<file path="src/rtl/core/acdla_pkg.sv">
package acdla_pkg;

  localparam int unsigned MAX_SLOTS = 6;
  localparam int unsigned CHAN_W    = 5;
  localparam int unsigned SAMPLE_W  = 11;
  localparam int unsigned ACC_W     = 15;
  localparam int unsigned SLOT_W    = 3;
  localparam int unsigned CENT_W    = 16;
  localparam int unsigned REG_IDX_W = 3;

  localparam logic [ACC_W-1:0] CENTER_RESET = 15'd7776;
  localparam logic [ACC_W-1:0] ACC_MAX      = 15'h7FFF;

  localparam logic [REG_IDX_W-1:0] REG_CENTER = 3'd6;

  typedef logic [MAX_SLOTS-1:0][CHAN_W-1:0] chan_map_t;

  typedef struct packed {
    logic                matched;
    logic [SLOT_W-1:0]   slot;
    logic [SAMPLE_W-1:0] sample;
  } item_t;

endpackage

</file>
<file path="src/rtl/core/acdla_front.sv">
module acdla_front import acdla_pkg::*; #(
  parameter int unsigned NUM_SLOTS = 6
) (
  input  logic          s_axis_tvalid,
  output logic          s_axis_tready,
  input  logic [15:0]   s_axis_tdata,   // scan_word
  input  chan_map_t     chan_map_i,
  input  logic          q_full_i,
  output logic          q_push_o,
  output item_t         q_item_o
);

  logic [CHAN_W-1:0] chan;
  logic              hit;
  logic [SLOT_W-1:0] hit_slot;

  assign chan = s_axis_tdata[SAMPLE_W +: CHAN_W];

  // highest matching slot wins
  always_comb begin
    hit      = 1'b0;
    hit_slot = '0;
    for (int i = 0; i < NUM_SLOTS; i++) begin
      if (chan_map_i[i] == chan) begin
        hit      = 1'b1;
        hit_slot = SLOT_W'(i);
      end
    end
  end

  assign s_axis_tready    = !q_full_i;
  assign q_push_o         = s_axis_tvalid && !q_full_i;
  assign q_item_o.matched = hit;
  assign q_item_o.slot    = hit_slot;
  assign q_item_o.sample  = s_axis_tdata[SAMPLE_W-1:0];

endmodule

</file>
<file path="src/rtl/core/acdla_fifo.sv">
module acdla_fifo import acdla_pkg::*; (
  input  logic  clk_i,
  input  logic  rst_ni,
  input  logic  push_i,
  input  item_t push_item_i,
  output logic  full_o,
  input  logic  pop_i,
  output logic  empty_o,
  output item_t pop_item_o
);

  item_t      mem_q [2];
  logic       wr_ptr_q, wr_ptr_d;
  logic       rd_ptr_q, rd_ptr_d;
  logic [1:0] count_q, count_d;

  assign full_o     = (count_q == 2'd2);
  assign empty_o    = (count_q == 2'd0);
  assign pop_item_o = mem_q[rd_ptr_q];

  always_comb begin
    wr_ptr_d = wr_ptr_q ^ push_i;
    rd_ptr_d = rd_ptr_q ^ pop_i;
    count_d  = count_q + 2'(push_i) - 2'(pop_i);
  end

  always_ff @(posedge clk_i or negedge rst_ni) begin
    if (!rst_ni) begin
      wr_ptr_q <= 1'b0;
      rd_ptr_q <= 1'b0;
      count_q  <= 2'd0;
    end else begin
      wr_ptr_q <= wr_ptr_d;
      rd_ptr_q <= rd_ptr_d;
      count_q  <= count_d;
    end
  end

  always_ff @(posedge clk_i) begin
    if (push_i) begin
      mem_q[wr_ptr_q] <= push_item_i;
    end
  end

`ifndef SYNTHESIS
  a_no_pop_empty: assert property (@(posedge clk_i) disable iff (!rst_ni)
    pop_i |-> !empty_o) else $error("pop from empty queue");
  a_no_push_full: assert property (@(posedge clk_i) disable iff (!rst_ni)
    push_i |-> !full_o) else $error("push into full queue");
  a_count_step: assert property (@(posedge clk_i) disable iff (!rst_ni)
    (push_i && !pop_i) |=> count_q == $past(count_q) + 2'd1)
    else $error("queue count lost a push");
`endif

endmodule

</file>
<file path="src/rtl/core/acdla_back.sv">
module acdla_back import acdla_pkg::*; #(
  parameter int unsigned NUM_SLOTS = 6
) (
  input  logic             clk_i,
  input  logic             rst_ni,
  input  logic             q_empty_i,
  input  item_t            q_item_i,
  output logic             q_pop_o,
  input  logic [ACC_W-1:0] center_i,
  output logic             m_axis_tvalid,
  input  logic             m_axis_tready,
  output logic [39:0]      m_axis_tdata,   // slot, filtered, centered, zero pad
  output logic             m_axis_tuser    // matched
);

  localparam int unsigned IDX_W = (NUM_SLOTS > 1) ? $clog2(NUM_SLOTS) : 1;

  logic [ACC_W-1:0]  acc_q [NUM_SLOTS];
  logic [ACC_W-1:0]  acc_rd;
  logic [ACC_W+3:0]  acc_x15;
  logic [ACC_W:0]    sum;
  logic [ACC_W-1:0]  acc_new;
  logic [CENT_W-1:0] cent_new;
  logic [IDX_W-1:0]  idx;

  logic              vld_q;
  logic              matched_q;
  logic [SLOT_W-1:0] slot_q;
  logic [ACC_W-1:0]  filt_q;
  logic [CENT_W-1:0] cent_q;

  assign q_pop_o = !q_empty_i && (!vld_q || m_axis_tready);
  assign idx     = q_item_i.slot[IDX_W-1:0];
  assign acc_rd  = acc_q[idx];

  // floor(acc * 15 / 16) + sample, saturated
  always_comb begin
    acc_x15 = {acc_rd, 4'b0000} - {4'b0000, acc_rd};
    sum     = {1'b0, acc_x15[ACC_W+3:4]} + (ACC_W+1)'(q_item_i.sample);
    acc_new = sum[ACC_W] ? ACC_MAX : sum[ACC_W-1:0];
    cent_new = {1'b0, acc_new} - {1'b0, center_i};
  end

  always_ff @(posedge clk_i or negedge rst_ni) begin
    if (!rst_ni) begin
      for (int i = 0; i < NUM_SLOTS; i++) begin
        acc_q[i] <= '0;
      end
    end else if (q_pop_o && q_item_i.matched) begin
      acc_q[idx] <= acc_new;
    end
  end

  always_ff @(posedge clk_i or negedge rst_ni) begin
    if (!rst_ni) begin
      vld_q <= 1'b0;
    end else if (q_pop_o) begin
      vld_q <= 1'b1;
    end else if (m_axis_tready) begin
      vld_q <= 1'b0;
    end
  end

  always_ff @(posedge clk_i) begin
    if (q_pop_o) begin
      matched_q <= q_item_i.matched;
      slot_q    <= q_item_i.matched ? q_item_i.slot : '0;
      filt_q    <= q_item_i.matched ? acc_new : '0;
      cent_q    <= q_item_i.matched ? cent_new : '0;
    end
  end

  assign m_axis_tvalid = vld_q;
  assign m_axis_tuser  = matched_q;
  assign m_axis_tdata  = {6'b000000, cent_q, filt_q, slot_q};

`ifndef SYNTHESIS
  a_load_shows: assert property (@(posedge clk_i) disable iff (!rst_ni)
    q_pop_o |=> m_axis_tvalid) else $error("popped beat not presented");
  a_miss_zero: assert property (@(posedge clk_i) disable iff (!rst_ni)
    (m_axis_tvalid && !m_axis_tuser) |-> m_axis_tdata == '0)
    else $error("unmatched beat carries data");
  a_slot_range: assert property (@(posedge clk_i) disable iff (!rst_ni)
    (q_pop_o && q_item_i.matched) |-> q_item_i.slot < SLOT_W'(NUM_SLOTS))
    else $error("slot beyond configured count");
  a_acc_written: assert property (@(posedge clk_i) disable iff (!rst_ni)
    (q_pop_o && q_item_i.matched) |=> acc_q[$past(idx)] == filt_q)
    else $error("accumulator and output disagree");
`endif

endmodule

</file>
<file path="src/rtl/core/adc_channel_demux_leaky_average_unit.sv">
// Per-channel leaky averager for ADC scan words. Each input beat carries one
// scan word (channel in bits 15:11, sample in bits 10:0); the channel is
// matched against the slot channel registers, the highest matching slot
// wins, and its accumulator becomes floor(acc*15/16) + sample (saturated at
// 32767). Every input beat gives exactly one output beat: tuser is the match
// flag, tdata carries slot, new accumulator and accumulator minus
// center_offset; an unmatched beat returns all zero and changes nothing.
// Throughput is one beat per clock while m_axis_tready is high. A two-entry queue
// separates the channel matcher from the accumulator bank; each beat is registered
// in the queue, then the bank updates its accumulator and output register on pop.
// Registers (4-byte stride): slot0..slot5 channel at 0x00..0x14, center at 0x18.
module adc_channel_demux_leaky_average_unit import acdla_pkg::*; #(
  parameter int unsigned NUM_SLOTS = 6
) (
  input  logic        clk_i,
  input  logic        rst_ni,
  input  logic        psel,
  input  logic        penable,
  input  logic        pwrite,
  input  logic [4:0]  paddr,
  input  logic [31:0] pwdata,
  output logic [31:0] prdata,
  output logic        pready,
  input  logic        s_axis_tvalid,
  output logic        s_axis_tready,
  input  logic [15:0] s_axis_tdata,   // scan_word
  output logic        m_axis_tvalid,
  input  logic        m_axis_tready,
  output logic [39:0] m_axis_tdata,   // slot[2:0], filtered[17:3], centered[33:18]
  output logic        m_axis_tuser    // matched
);

  chan_map_t            chan_q;
  logic [ACC_W-1:0]     center_q;
  logic [REG_IDX_W-1:0] reg_idx;
  logic                 wr_en;

  logic  q_push, q_pop, q_full, q_empty;
  item_t q_in, q_out;

  assign pready  = 1'b1;
  assign reg_idx = paddr[4:2];
  assign wr_en   = psel && penable && pwrite;

  always_ff @(posedge clk_i or negedge rst_ni) begin
    if (!rst_ni) begin
      for (int i = 0; i < MAX_SLOTS; i++) begin
        chan_q[i] <= CHAN_W'(i);
      end
      center_q <= CENTER_RESET;
    end else if (wr_en) begin
      if (reg_idx == REG_CENTER) begin
        center_q <= pwdata[ACC_W-1:0];
      end else if (reg_idx < REG_IDX_W'(MAX_SLOTS)) begin
        chan_q[reg_idx] <= pwdata[CHAN_W-1:0];
      end
    end
  end

  always_comb begin
    prdata = '0;
    if (reg_idx == REG_CENTER) begin
      prdata = 32'(center_q);
    end else if (reg_idx < REG_IDX_W'(MAX_SLOTS)) begin
      prdata = 32'(chan_q[reg_idx]);
    end
  end

  acdla_front #(
    .NUM_SLOTS(NUM_SLOTS)
  ) u_front (
    .s_axis_tvalid(s_axis_tvalid),
    .s_axis_tready(s_axis_tready),
    .s_axis_tdata (s_axis_tdata),
    .chan_map_i   (chan_q),
    .q_full_i     (q_full),
    .q_push_o     (q_push),
    .q_item_o     (q_in)
  );

  acdla_fifo u_fifo (
    .clk_i      (clk_i),
    .rst_ni     (rst_ni),
    .push_i     (q_push),
    .push_item_i(q_in),
    .full_o     (q_full),
    .pop_i      (q_pop),
    .empty_o    (q_empty),
    .pop_item_o (q_out)
  );

  acdla_back #(
    .NUM_SLOTS(NUM_SLOTS)
  ) u_back (
    .clk_i        (clk_i),
    .rst_ni       (rst_ni),
    .q_empty_i    (q_empty),
    .q_item_i     (q_out),
    .q_pop_o      (q_pop),
    .center_i     (center_q),
    .m_axis_tvalid(m_axis_tvalid),
    .m_axis_tready(m_axis_tready),
    .m_axis_tdata (m_axis_tdata),
    .m_axis_tuser (m_axis_tuser)
  );

endmodule
</file>
<file path="config.mk">
export PLATFORM = sky130hd
export DESIGN_NAME = adc_channel_demux_leaky_average_unit
export DESIGN_NICKNAME = d
export VERILOG_FILES = /design/src/rtl/core/acdla_pkg.sv /design/src/rtl/core/acdla_front.sv /design/src/rtl/core/acdla_fifo.sv /design/src/rtl/core/acdla_back.sv /design/src/rtl/core/adc_channel_demux_leaky_average_unit.sv
export SDC_FILE = /design/constraint.sdc
export NUM_CORES = 1
export LEC_CHECK = 0
export ABC_AREA = 1
export BUFFER_PORTS_ARGS = -buffer_cell sky130_fd_sc_hd__buf_2
export CORE_UTILIZATION = 40
export CTS_CLUSTER_SIZE = 10
export DETAILED_ROUTE_END_ITERATION = 6
export HOLD_SLACK_MARGIN = 0.05
export PLACE_DENSITY_LB_ADDON = 0.25
export RECOVER_POWER = 50
export SKIP_LAST_GASP = 1
export SLEW_MARGIN = 20
export SYNTH_ARGS = -nofsm -noshare
export SYNTH_HDL_FRONTEND = slang
export SYNTH_HIERARCHICAL = 1
export SYNTH_SLANG_ARGS = --single-unit
</file>
<file path="constraint.sdc">
create_clock -name clk_i -period 14.2 [get_ports clk_i]
set_input_delay 1.42 -clock clk_i [delete_from_list [all_inputs] [get_ports clk_i]]
set_output_delay 1.42 -clock clk_i [all_outputs]
set_load 0.005 [all_outputs]
</file>
== Word level (Yosys, flattened, before mapping) ==
Memory sizes are Yosys's and may differ from the RTL's.
Cells that the tools add are included.

* Add/sub/neg operators: 5
* Multiplexer cells: 29
* Order comparisons: 5
* Bitwise operators: 4
* Reductions and logical operators: 15
* Eq/ne operators: 8

{| class="wikitable"
|+ Operators by type and width
! kind !! count
|-
| bitwise mux 90 bit || 1
|-
| two-way mux 15 bit || 5
|-
| binary-select mux 15 bit (select 3 bit) || 1
|-
| demux 15 bit (select 3 bit) || 1
|-
| bitwise mux 30 bit || 1
|-
| == test 5 bit || 6
|-
| subtractor 19 x 15 -> 19 bit || 1
|-
| adder 15 x 11 -> 16 bit || 1
|-
| subtractor 15 x 15 -> 16 bit || 1
|-
| binary-select mux 5 bit (select 3 bit) || 1
|-
| demux 5 bit (select 3 bit) || 1
|-
| two-way mux 5 bit || 3
|-
| two-way mux 1 bit || 11
|-
| logical AND 1 bit || 7
|-
| two-way mux 3 bit || 2
|-
| greater-or-equal comparator 4 bit, second input constant || 1
|-
| less-than comparator 3 x 4 -> 1 bit, second input constant || 1
|-
| less-than comparator 4 x 1 -> 1 bit, second input constant || 1
|-
| two-way mux 2 bit || 2
|-
| NOT 3 -> 4 bit || 1
|-
| == test 3 bit, second input constant || 1
|-
| greater-or-equal comparator 3 x 1 -> 1 bit, second input constant || 1
|-
| zero test 1 bit || 3
|-
| less-than comparator 3 bit, second input constant || 1
|-
| 10 further kinds || 11
|}

* Bits in registers: 175
* Logic and storage cells: 88
* Memory bits (writable): 30
* Memories: 1

{| class="wikitable"
|+ Memory list
! memory !! words !! width !! rd ports !! clocked after memory_dff !! write ports !! line !! RTL
|-
| u_fifo.mem_q || 2 || 15 || 1 || 0 || 1 || acdla_fifo.sv:12 || <nowiki>item_t mem_q [2];</nowiki>
|}

== Depth between registers and ports, before layout ==
Gate-level depths: netlist of run 1.
An unclocked memory read counts as a cell.

* Depth in word-level cells: 9
* Mapped depth: 44

== Cells and area by module ==
The synthesis of run 1 kept the hierarchy.

{| class="wikitable"
|+ Modules (own cells, without submodules)
! module !! instances !! sequential area each (µm²) !! area each (µm²) !! cells each
|-
| acdla_back || 1 || 3328.2 || 7937.6 || 1008
|-
| adc_channel_demux_leaky_average_unit || 1 || 1142.3 || 2473.6 || 314
|-
| acdla_fifo || 1 || 1001.0 || 1325.0 || 102
|-
| acdla_front || 1 || 0.0 || 686.9 || 117
|}

== Worst setup path before layout of run 1 ==
No wires, ideal clock.

* Path type: reg-to-reg
* Start point: register u_fifo.rd_ptr_q
* End point: register u_back.cent_q[12], data pin
* Required time: 14.054 ns
* Data arrival time: 5.913 ns
* Path slack: 8.141 ns
* Stages on the path, launching flop included: 42
* Clock period less this slack: 6.059 ns
* Path through: dfrtp_1 buf_4 o21ai_0 buf_6 buf_6 nor2_2 buf_2 a22oi_1 nand3_1 a221oi_1 ha_1 nand2_1 inv_1 a221oi_1 o21ai_2 nand3_1 nand2_1 xor2_1 (+6 left out) nand3b_4 inv_2 nand3_4 nand2_1 inv_1 ha_1 fa_1 inv_1 nand3_1 nand2_1 nand2_1 nand2_1 a21oi_1 o21ai_0 a31oi_1 o21ai_0 o21ai_0 a21oi_1

{| class="wikitable"
|+ RTL lines
! element !! line !! RTL
|-
| from (decl) || acdla_fifo.sv:14 || <nowiki>logic rd_ptr_q, rd_ptr_d;</nowiki>
|-
| from (signal assigned) || acdla_fifo.sv:34 || <nowiki>rd_ptr_q <= rd_ptr_d;</nowiki>
|-
| to (signal assigned) || acdla_back.sv:69 || <nowiki>cent_q <= q_item_i.matched ? cent_new : '0;</nowiki>
|-
| to (decl) || acdla_back.sv:30 || <nowiki>logic [CENT_W-1:0] cent_q;</nowiki>
|}

==> results.json, run 1 <==
{
  "grt_pass1_wl_mm": 53.5,
  "ys_seq_elements": 205,
  "fin_skew_ns": 0.0108,
  "grt_pass1_vias": 9614,
  "start_kind": "flop",
  "end_kind": "flop",
  "relSlewSlack_pct": -163,
  "clockBufferDepth": 3,
  "synthToLayoutAreaGrowth_pct": 10.0,
  "cts_hold_buf": 0,
  "clk_pin_slew_ns": 0.06,
  "failed_checks": "max-capacitance violations, max-slew violations",
  "io_buffer_count": 92,
  "clockRootBuffer": "clkbuf_16",
  "cts_resized": 0,
  "hpwlAfterDp_mm": 24.3,
  "setup_violations": 0,
  "postRouteAntennaNets": 0,
  "status": "finished with violations",
  "vias_per_cell": 4.96,
  "cts_buffers": 26,
  "async_reset_ff_share_pct": 68.3,
  "cp.required_ns": 14.57,
  "floorplan.core_area_um2": 30600,
  "synth.cell_area_um2": 12400,
  "synthTopCellsByArea": "dfrtp_1 26%, nand2_1 17%, edfxtp_1 16%",
  "hold_viol_final": 0,
  "synth_top_area_share_pct": 25.6,
  "grt_max_degree": 74,
  "synth_cells": 1541,
  "drt_first_pass_iters": 5,
  "num_rows": 64,
  "fin_nets": 1720,
  "fillers": 3129,
  "numClockSinks": 205,
  "synth.largest_area_cell": "dfrtp_1",
  "avgSynthCellArea_um2": 8.06,
  "cts_tree": "yes",
  "post-route-min-period_ns": 8.80,
  "crit_arrival_ns": 9.17,
  "dieArea_um2": 31800,
  "htreeDepth": 1,
  "first_iter_violations": 815,
  "critPathMaxStageDelay_ns": 0.92,
  "synth_most_common_cell": "nand2_1",
  "fin_setup_tns_ns": 0,
  "ys_seq_area_share_pct": 44.0,
  "drv_cap": 4,
  "die_y_um": 178,
  "antenna_found_initial": 0,
  "n_antenna_cell": 0,
  "vias": 10085,
  "routed_wl_mm": 33.8,
  "ys_warn_count": 6,
  "worst_pin_slew_ns": 3.95,
  "drc": 0,
  "period_share_pct": 62.0,
  "clock.fmax_ghz": 0.114,
  "min_path_type": "flop to flop",
  "fp.dieW_um": 178,
  "post_cts_buffers": 0,
  "ios": 136,
  "grt_overflow": 0,
  "ys_types": 56,
  "cp_common_cell": "nand2_1",
  "initial_core_util_pct": 40.6,
  "route.detailed.wl_per_inst_um": 16.6,
  "clkLatencyLatePin_ns": 0.53,
  "cp_max_fo": 31,
  "synth_common_cells": "565 x nand2_1, 167 x inv_1, 127 x dfrtp_1, 69 x nor2_1, 68 x o21ai_0",
  "rsz0062_at_grt": "false",
  "finalMaxSlewViolations": 206,
  "crit_type": "flop to flop",
  "grt.total_usage_pct": 21.9,
  "synth-edff-count": 65,
  "synth-main-ff-cell": "dfrtp_1",
  "place.gp.congestion": 0.914,
  "drive_above_1_share_pct": 13.3,
  "slowest_stage": "dfrtp_1"
}
per-stage QoR:
step | instance area [µm²] | util [%] | hold WS [ns] | setup slack, ns | std cells
after floorplan | 12500 | - | 0.449 | 8.14 | 1562
after global placement | 13000 | 42.4 | 0.462 | 5.65 | 1985
after detailed placement | 13000 | 42.4 | 0.465 | 5.52 | 1985
after CTS | 13800 | 45.1 | 0.481 | 5.47 | 2032
after global routing | 13700 | 44.7 | 0.496 | 4.56 | 2032
final | 13700 | 44.7 | 0.479 | 5.40 | 2032
layer usage:
layer  global-route usage [%]  share of wire, %  up-vias
met2                     34.9                45      269
li1                         -                 -     5007
met1                     31.0                47     4749
met3                     2.90               4.5       60
met4                     6.43               2.7        0
met5                        0                 0        -
cell type report:
type	instances	area [µm²]	area share (%)
Inverter	182	699	5.12
Clock buffer	43	777	5.68
Multi-Input combinational cell	1096	5670	41.5
Sequential cell	205	5470	40.0
Tap cell	396	495	3.62
Clock inverter	4	45.0	0.329
Timing Repair Buffer	106	513	3.75
flip-flops by register name, summed over array words and instances, names as in the netlist, 2 cells and up:
register and count:
u_back/slot_q 3, u_fifo/mem_q 30, chan_q 30, u_fifo/count_q 2
u_back/cent_q 16, center_q 15, u_back/filt_q 15, u_back/acc_q 90
cell families (layout without fill, tap and decap cells):
group / after synthesis / count (layout) / synth area share (%)
adder cells (fa/ha/maj): 43 / 43 / 4.45
flip-flops: 205 / 205 / 44.0
AND/OR/NAND/NOR: 812 / 812 / 29.7
AO/OA/AOI/OAI: 178 / 178 / 8.45
other: 3 / 24 / 0.0906
buffers and inverters: 261 / 335 / 10.4
XOR/XNOR: 39 / 39 / 2.87
cells in the final DEF (no fill, tap or decap), types with 3 or more instances in the layout:
cell type,instances
o21ai_0,71
o21a_1,6
clkbuf_1,49
ha_1,41
nand2_1,565
a21oi_1,49
conb_1,24
a21oi_2,10
nand2_4,11
a31oi_1,7
o21ai_1,4
nor3_1,7
nor2_2,10
inv_4,4
clkbuf_16,28
dfrtp_1,127
nand4_1,29
nand3_2,7
edfxtp_1,65
nand2_2,20
xnor2_1,21
dfstp_2,13
inv_1,167
o21ai_2,4
nor2_4,12
inv_2,8
clkinv_2,3
buf_4,11
nand3_1,61
buf_2,59
xor2_1,16
a21o_1,5
nor2_1,77
a22oi_1,12
worst max-delay path: cells and delay by family (launching register included):
family                   cells  cell delay, ns
flip-flops                   1            0.92
AND/OR/NAND/NOR             17            2.50
buffers and inverters        6            0.85
adder cells (fa/ha/maj)      4            1.38
AO/OA/AOI/OAI               13            2.78
XOR/XNOR                     1            0.16
path summary, 6_finish.rpt:
check | from | endpoint | slack, ns | cells after the start
worst max-delay path | u_fifo/rd_ptr_q | u_back/cent_q[12] | 5.40 | 41
worst min-delay path | u_back/acc_q[63] | u_back/acc_q[63] | 0.48 | 2
worst max register to register | u_fifo/rd_ptr_q | u_back/cent_q[12] | 5.40 | 41
worst min register to register | u_back/acc_q[63] | u_back/acc_q[63] | 0.48 | 2
max in group asynchronous | rst_ni | u_back/acc_q[53] | 6.81 | 2
min in group asynchronous | rst_ni | u_back/acc_q[31] | 2.22 | 1
Power of run 1 is not shown: default switching activity piles up to over one toggle a cycle in this logic, so the estimate is an artifact.
==> run 2, diff against run 1 <==
==> constraint.sdc (replaced) <==
create_clock -name clk_i -period 7 [get_ports clk_i]
set_input_delay 0.7 -clock clk_i [delete_from_list [all_inputs] [get_ports clk_i]]
set_output_delay 0.7 -clock clk_i [all_outputs]
set_load 0.005 [all_outputs]
==> results.json, run 2 (synthesis gave the netlist of run 1 again) <==
{
  "crit_type": "flop to flop",
  "n_antenna_cell": 0,
  "initial_core_util_pct": 40.6,
  "floorplan.core_area_um2": 30600,
  "path_buf_inv": 8,
  "failed_checks": "max-capacitance violations, max-slew violations",
  "top_register": "u_back/acc_q",
  "clockRootBuffer": "clkbuf_16",
  "die_y_um": 178,
  "routed_wl_mm": 33.3,
  "slowest_stage": "dfrtp_2",
  "relSlewSlack_pct": -246,
  "clkLatencyLatePin_ns": 0.54,
  "drc": 0,
  "grt_overflow": 0,
  "cp_common_cell": "nand2_1",
  "status": "finished with violations",
  "period_share_pct": 93.9,
  "dieArea_um2": 31800,
  "grt_pass1_wl_mm": 52.7,
  "critPathMaxStageDelay_ns": 0.44,
  "cp.depth": 41,
  "final_cell_mix": "564 x nand2_1, 165 x inv_1, 126 x dfrtp_1, 75 x nor2_1, 73 x buf_2",
  "drive_above_1_share_pct": 17.1,
  "htreeDepth": 1,
  "numClockSinks": 205,
  "synthToLayoutAreaGrowth_pct": 13.5,
  "finalMaxSlewViolations": 93,
  "start_kind": "flop",
  "cts_buffers": 26,
  "drv_cap": 1,
  "ios": 136,
  "crit_arrival_ns": 6.87,
  "antenna_found_initial": 0,
  "fin_skew_ns": 0.0257,
  "largest_register_ffs": 90,
  "grt.total_usage_pct": 21.5,
  "place.gp.congestion": 0.908,
  "hold_viol_final": 0,
  "end_kind": "flop",
  "vias_per_cell": 4.94,
  "vias": 10214,
  "mostFrequentLayoutCell": "nand2_1",
  "clk_pin_slew_ns": 0.06,
  "setup_violations": 0,
  "clock.fmax_ghz": 0.152,
  "grt_max_degree": 93,
  "clockBufferDepth": 3,
  "final_util_pct": 46.1,
  "postRouteAntennaNets": 0,
  "rr_worst_depth": 41,
  "num_rows": 64,
  "grt_pass1_vias": 9574,
  "min_path_type": "primary input to flop",
  "hold_ws_ns": 0.349,
  "cp_top_family": "simple AND/OR/NAND/NOR gates",
  "first_iter_violations": 743,
  "min_delay_path_depth": 1,
  "drt_first_pass_iters": 7,
  "cp.required_ns": 7.29,
  "fp.dieW_um": 178,
  "cp_max_fo": 24,
  "post-route-min-period_ns": 6.57,
  "reg_top3": "u_back/acc_q: 90 flops, chan_q: 30 flops, u_fifo/mem_q: 30 flops",
  "worst_pin_slew_ns": 5.18,
  "design_area_um2": 14100,
  "route.detailed.wl_per_inst_um": 16.1,
  "place_area_um2": 13200,
  "cts_tree": "yes",
  "fin_nets": 1757,
  "hpwlAfterDp_mm": 24.4,
  "io_buffer_count": 92
}
==> run 2: cell count changes in the layout (fill, tap and decap cells not counted), sizes merged <==
cell and change:
buf +52, clkbuf -15, bufinv -1, clkinvlp +1, inv -1
==> run 2: metrics by stage <==
| step | worst slack, ns | TNS [ns] | std cells |
|---|---|---|---|
| after floorplan | 0.941 | 0 | 1562 |
| after global placement | 0.140 | 0 | 2016 |
| after detailed placement | 0.0996 | 0 | 2016 |
| after CTS | 0.00145 | 0 | 2062 |
| after global routing | -0.0105 | -0.0168 | 2068 |
| final | 0.428 | 0 | 2068 |
==> run 2: worst paths after layout <==
kind / from / slack (ns) / to
min in group asynchronous: rst_ni / 2.06 / u_back/acc_q[47]
min: s_axis_tdata[9] / 0.35 / u_fifo/mem_q[0][9]
min reg2reg: u_back/acc_q[71] / 0.48 / u_back/acc_q[71]
max reg2reg: u_fifo/rd_ptr_q / 0.43 / u_back/cent_q[10]
max in group asynchronous: rst_ni / 1.66 / u_fifo/rd_ptr_q
max: u_fifo/rd_ptr_q / 0.43 / u_back/cent_q[10]
==> run 2: routing by layer <==
metal | global-route usage, % | up-vias | wire length (µm)
met2 | 34.9 | 272 | 15300
met4 | 4.94 | 0 | 612
met5 | 0 | - | 0
met3 | 2.47 | 41 | 1710
met1 | 30.6 | 4804 | 15800
li1 | - | 5097 | -
==> run 2: final cells by class <==
class	instances	area (µm²)
Multi-Input combinational cell	1096	5790
Sequential cell	205	5470
Clock buffer	43	764
Timing Repair Buffer	143	841
Tap cell	396	495
Fill cell	3082	16500
Clock inverter	3	28.8
Inverter	182	704
==> run 2: worst register-to-register path, delay by kind of cell (launching register included) <==
family                   cells  cell delay, ns
AO/OA/AOI/OAI               11            1.52
adder cells (fa/ha/maj)      4            1.29
AND/OR/NAND/NOR             17            1.85
buffers and inverters        8            1.08
XOR/XNOR                     1            0.14
flip-flops                   1            0.44
==> run 2: timing repair <==
action	in CTS	in global routing
resized for setup	1	25
endpoints found under the setup margin	1	9
hold buffers	0	0
pin swaps	0	4
buffers inserted	0	6
Power of run 2 is left out for the same reason.
==> run 3, diff against run 2 <==
--- a/config.mk
+++ b/config.mk
@@ -7,6 +7,7 @@
 export LEC_CHECK = 0
 export ABC_AREA = 1
 export BUFFER_PORTS_ARGS = -buffer_cell sky130_fd_sc_hd__buf_2
+export CORE_MARGIN = 4
 export CORE_UTILIZATION = 40
 export CTS_CLUSTER_SIZE = 10
 export DETAILED_ROUTE_END_ITERATION = 6
@@ -17,5 +18,4 @@
 export SLEW_MARGIN = 20
 export SYNTH_ARGS = -nofsm -noshare
 export SYNTH_HDL_FRONTEND = slang
-export SYNTH_HIERARCHICAL = 1
 export SYNTH_SLANG_ARGS = --single-unit
==> results.json, run 3 <==
{
  "worst_pin_slew_ns": 4.24,
  "drv_cap": 3,
  "antenna_found_initial": 0,
  "place.gp.congestion": 0.936,
  "n_antenna_cell": 0,
  "post-route-min-period_ns": 6.54,
  "grt_pass1_wl_mm": 53.2,
  "numClockSinks": 205,
  "status": "finished with violations",
  "fin_nets": 1770,
  "die_y_um": 179,
  "cts_tree": "yes",
  "drt_first_pass_iters": 5,
  "first_iter_violations": 738,
  "async_reset_ff_share_pct": 68.3,
  "hold_viol_final": 0,
  "grt.total_usage_pct": 21.0,
  "initial_core_util_pct": 40.7,
  "cts_hold_buf": 0,
  "synth.cell_area_um2": 11700,
  "synth_top_area_share_pct": 27.1,
  "clockRootBuffer": "clkbuf_16",
  "ys_seq_elements": 205,
  "largest_register_ffs": 90,
  "setup_violations": 0,
  "ys_types": 54,
  "vias": 10261,
  "dieArea_um2": 32100,
  "avgSynthCellArea_um2": 8.11,
  "failed_checks": "max-capacitance violations, max-slew violations",
  "synth-edff-count": 65,
  "end_kind": "flop",
  "route.detailed.wl_per_inst_um": 16.3,
  "reg_top3": "u_back.acc_q: 90 flops, chan_q: 30 flops, u_fifo.mem_q: 30 flops",
  "fp.dieW_um": 179,
  "crit_type": "flop to flop",
  "min_path_type": "primary input to flop",
  "grt_max_degree": 76,
  "relSlewSlack_pct": -183,
  "fin_skew_ns": 0.0103,
  "ys_warn_count": 0,
  "mostFrequentLayoutCell": "nand2_1",
  "htreeDepth": 1,
  "ios": 136,
  "ys_seq_area_share_pct": 46.7,
  "synth-main-ff-cell": "dfrtp_1",
  "postRouteAntennaNets": 0,
  "final_cell_mix": "504 x nand2_1, 145 x inv_1, 137 x buf_4, 126 x dfrtp_1, 90 x nor2_1",
  "top_register": "u_back.acc_q",
  "slowest_stage": "dfrtp_2",
  "cp.required_ns": 7.37,
  "critPathMaxStageDelay_ns": 0.44,
  "clock.fmax_ghz": 0.153,
  "synthToLayoutAreaGrowth_pct": 21.8,
  "routed_wl_mm": 33.6,
  "vias_per_cell": 4.96,
  "floorplan.core_area_um2": 28800,
  "synth.largest_area_cell": "dfrtp_1",
  "clkLatencyLatePin_ns": 0.52,
  "io_buffer_count": 92,
  "clk_pin_slew_ns": 0.06,
  "layoutNonFillerInstCount": 2068,
  "period_share_pct": 93.5,
  "grt_overflow": 0,
  "synth_most_common_cell": "nand2_1",
  "cp_common_cell": "buf_4",
  "drive_above_1_share_pct": 20.5,
  "hpwlAfterDp_mm": 25.0,
  "cp_max_fo": 10,
  "synthTopCellsByArea": "dfrtp_1 27%, edfxtp_1 17%, nand2_1 16%",
  "num_rows": 62,
  "finalMaxSlewViolations": 182,
  "grt_pass1_vias": 10038,
  "cts_buffers": 25,
  "dp.cells": 2022,
  "synth_cells": 1445,
  "drc": 0,
  "crit_arrival_ns": 6.92,
  "synth_common_cells": "508 x nand2_1, 147 x inv_1, 127 x dfrtp_1, 91 x nor2_1, 74 x o21ai_0",
  "start_kind": "flop",
  "clockBufferDepth": 3
}
-- run 3: cell types whose count changed in the layout (fill, tap and decap cells not counted), sizes merged, moves of 12 or more --
| cell | change |
|---|---|
| nand2 | -61 |
| inv | -29 |
| clkbuf | +14 |
| o22ai | +14 |
| buf | +76 |
| a22oi | -12 |
| nand4 | -25 |
| a21oi | +14 |
-- run 3: stage by stage --
step	hold WS [ns]	setup WS [ns]	util [%]	TNS, ns	area (µm²)
2_1_floorplan	0.404	0.738	-	0	11800
3_3_place_gp	0.455	0.0555	46.6	0	13400
3_5_place_dp	0.460	0.0471	46.6	0	13400
4_1_cts	0.241	0.0121	49.1	0	14100
5_1_grt	0.364	-0.0185	49.6	-0.0185	14300
6_report	0.379	0.455	49.6	0	14300
-- run 3: worst max-delay path: cells and delay by family, from the launching register on --
family | cells | cell delay, ns
XOR/XNOR | 1 | 0.18
adder cells (fa/ha/maj) | 3 | 0.98
AO/OA/AOI/OAI | 12 | 1.75
flip-flops | 1 | 0.44
AND/OR/NAND/NOR | 12 | 1.39
buffers and inverters | 13 | 1.66
-- run 3: what timing repair did --
item,CTS,global route
setup endpoints to repair,0,8
setup buffers,0,2
resized for setup,0,51
-- run 3: cells by family (layout without fill, tap and decap cells) --
kind of cell	Yosys count	count (layout)	share of synthesized area (%)
AO/OA/AOI/OAI	205	205	10.3
XOR/XNOR	37	37	2.76
adder cells (fa/ha/maj)	43	43	4.72
buffers and inverters	212	429	8.34
flip-flops	205	205	46.7
other	2	24	0.0641
AND/OR/NAND/NOR	741	741	27.1
-- run 3: final timing paths --
check | startpoint | to | slack [ns] | cells past startpoint
setup / recovery | u_fifo.rd_ptr_q | u_back.cent_q[13] | 0.46 | 41
hold / removal | s_axis_tdata[7] | u_fifo.mem_q[1][7] | 0.38 | 1
setup reg to reg | u_fifo.rd_ptr_q | u_back.cent_q[13] | 0.46 | 41
hold reg to reg | u_back.acc_q[65] | u_back.acc_q[65] | 0.47 | 2
max in group asynchronous | rst_ni | chan_q[29] | 2.01 | 2
min in group asynchronous | rst_ni | u_back.acc_q[63] | 1.68 | 1
-- run 3: area by class of cell --
| class | count | area (µm²) |
|---|---|---|
| clock inverter | 2 | 13.8 |
| fill | 2771 | 14500 |
| timing repair buffer | 234 | 1490 |
| inverter | 151 | 569 |
| clock buffer | 42 | 699 |
| tap | 384 | 480 |
| sequential | 205 | 5470 |
| multi-input combinational | 1050 | 5550 |
-- run 3: layer usage --
metal  global-route usage (%)  vias to the layer above  wire [µm]
met2                     34.9                      320      15800
met3                     3.08                       56       2020
met4                     4.86                        0        742
li1                         -                     5068          -
met1                     29.0                     4817      15100
met5                        0                        -          0
Power of run 3 is left out for the same reason.
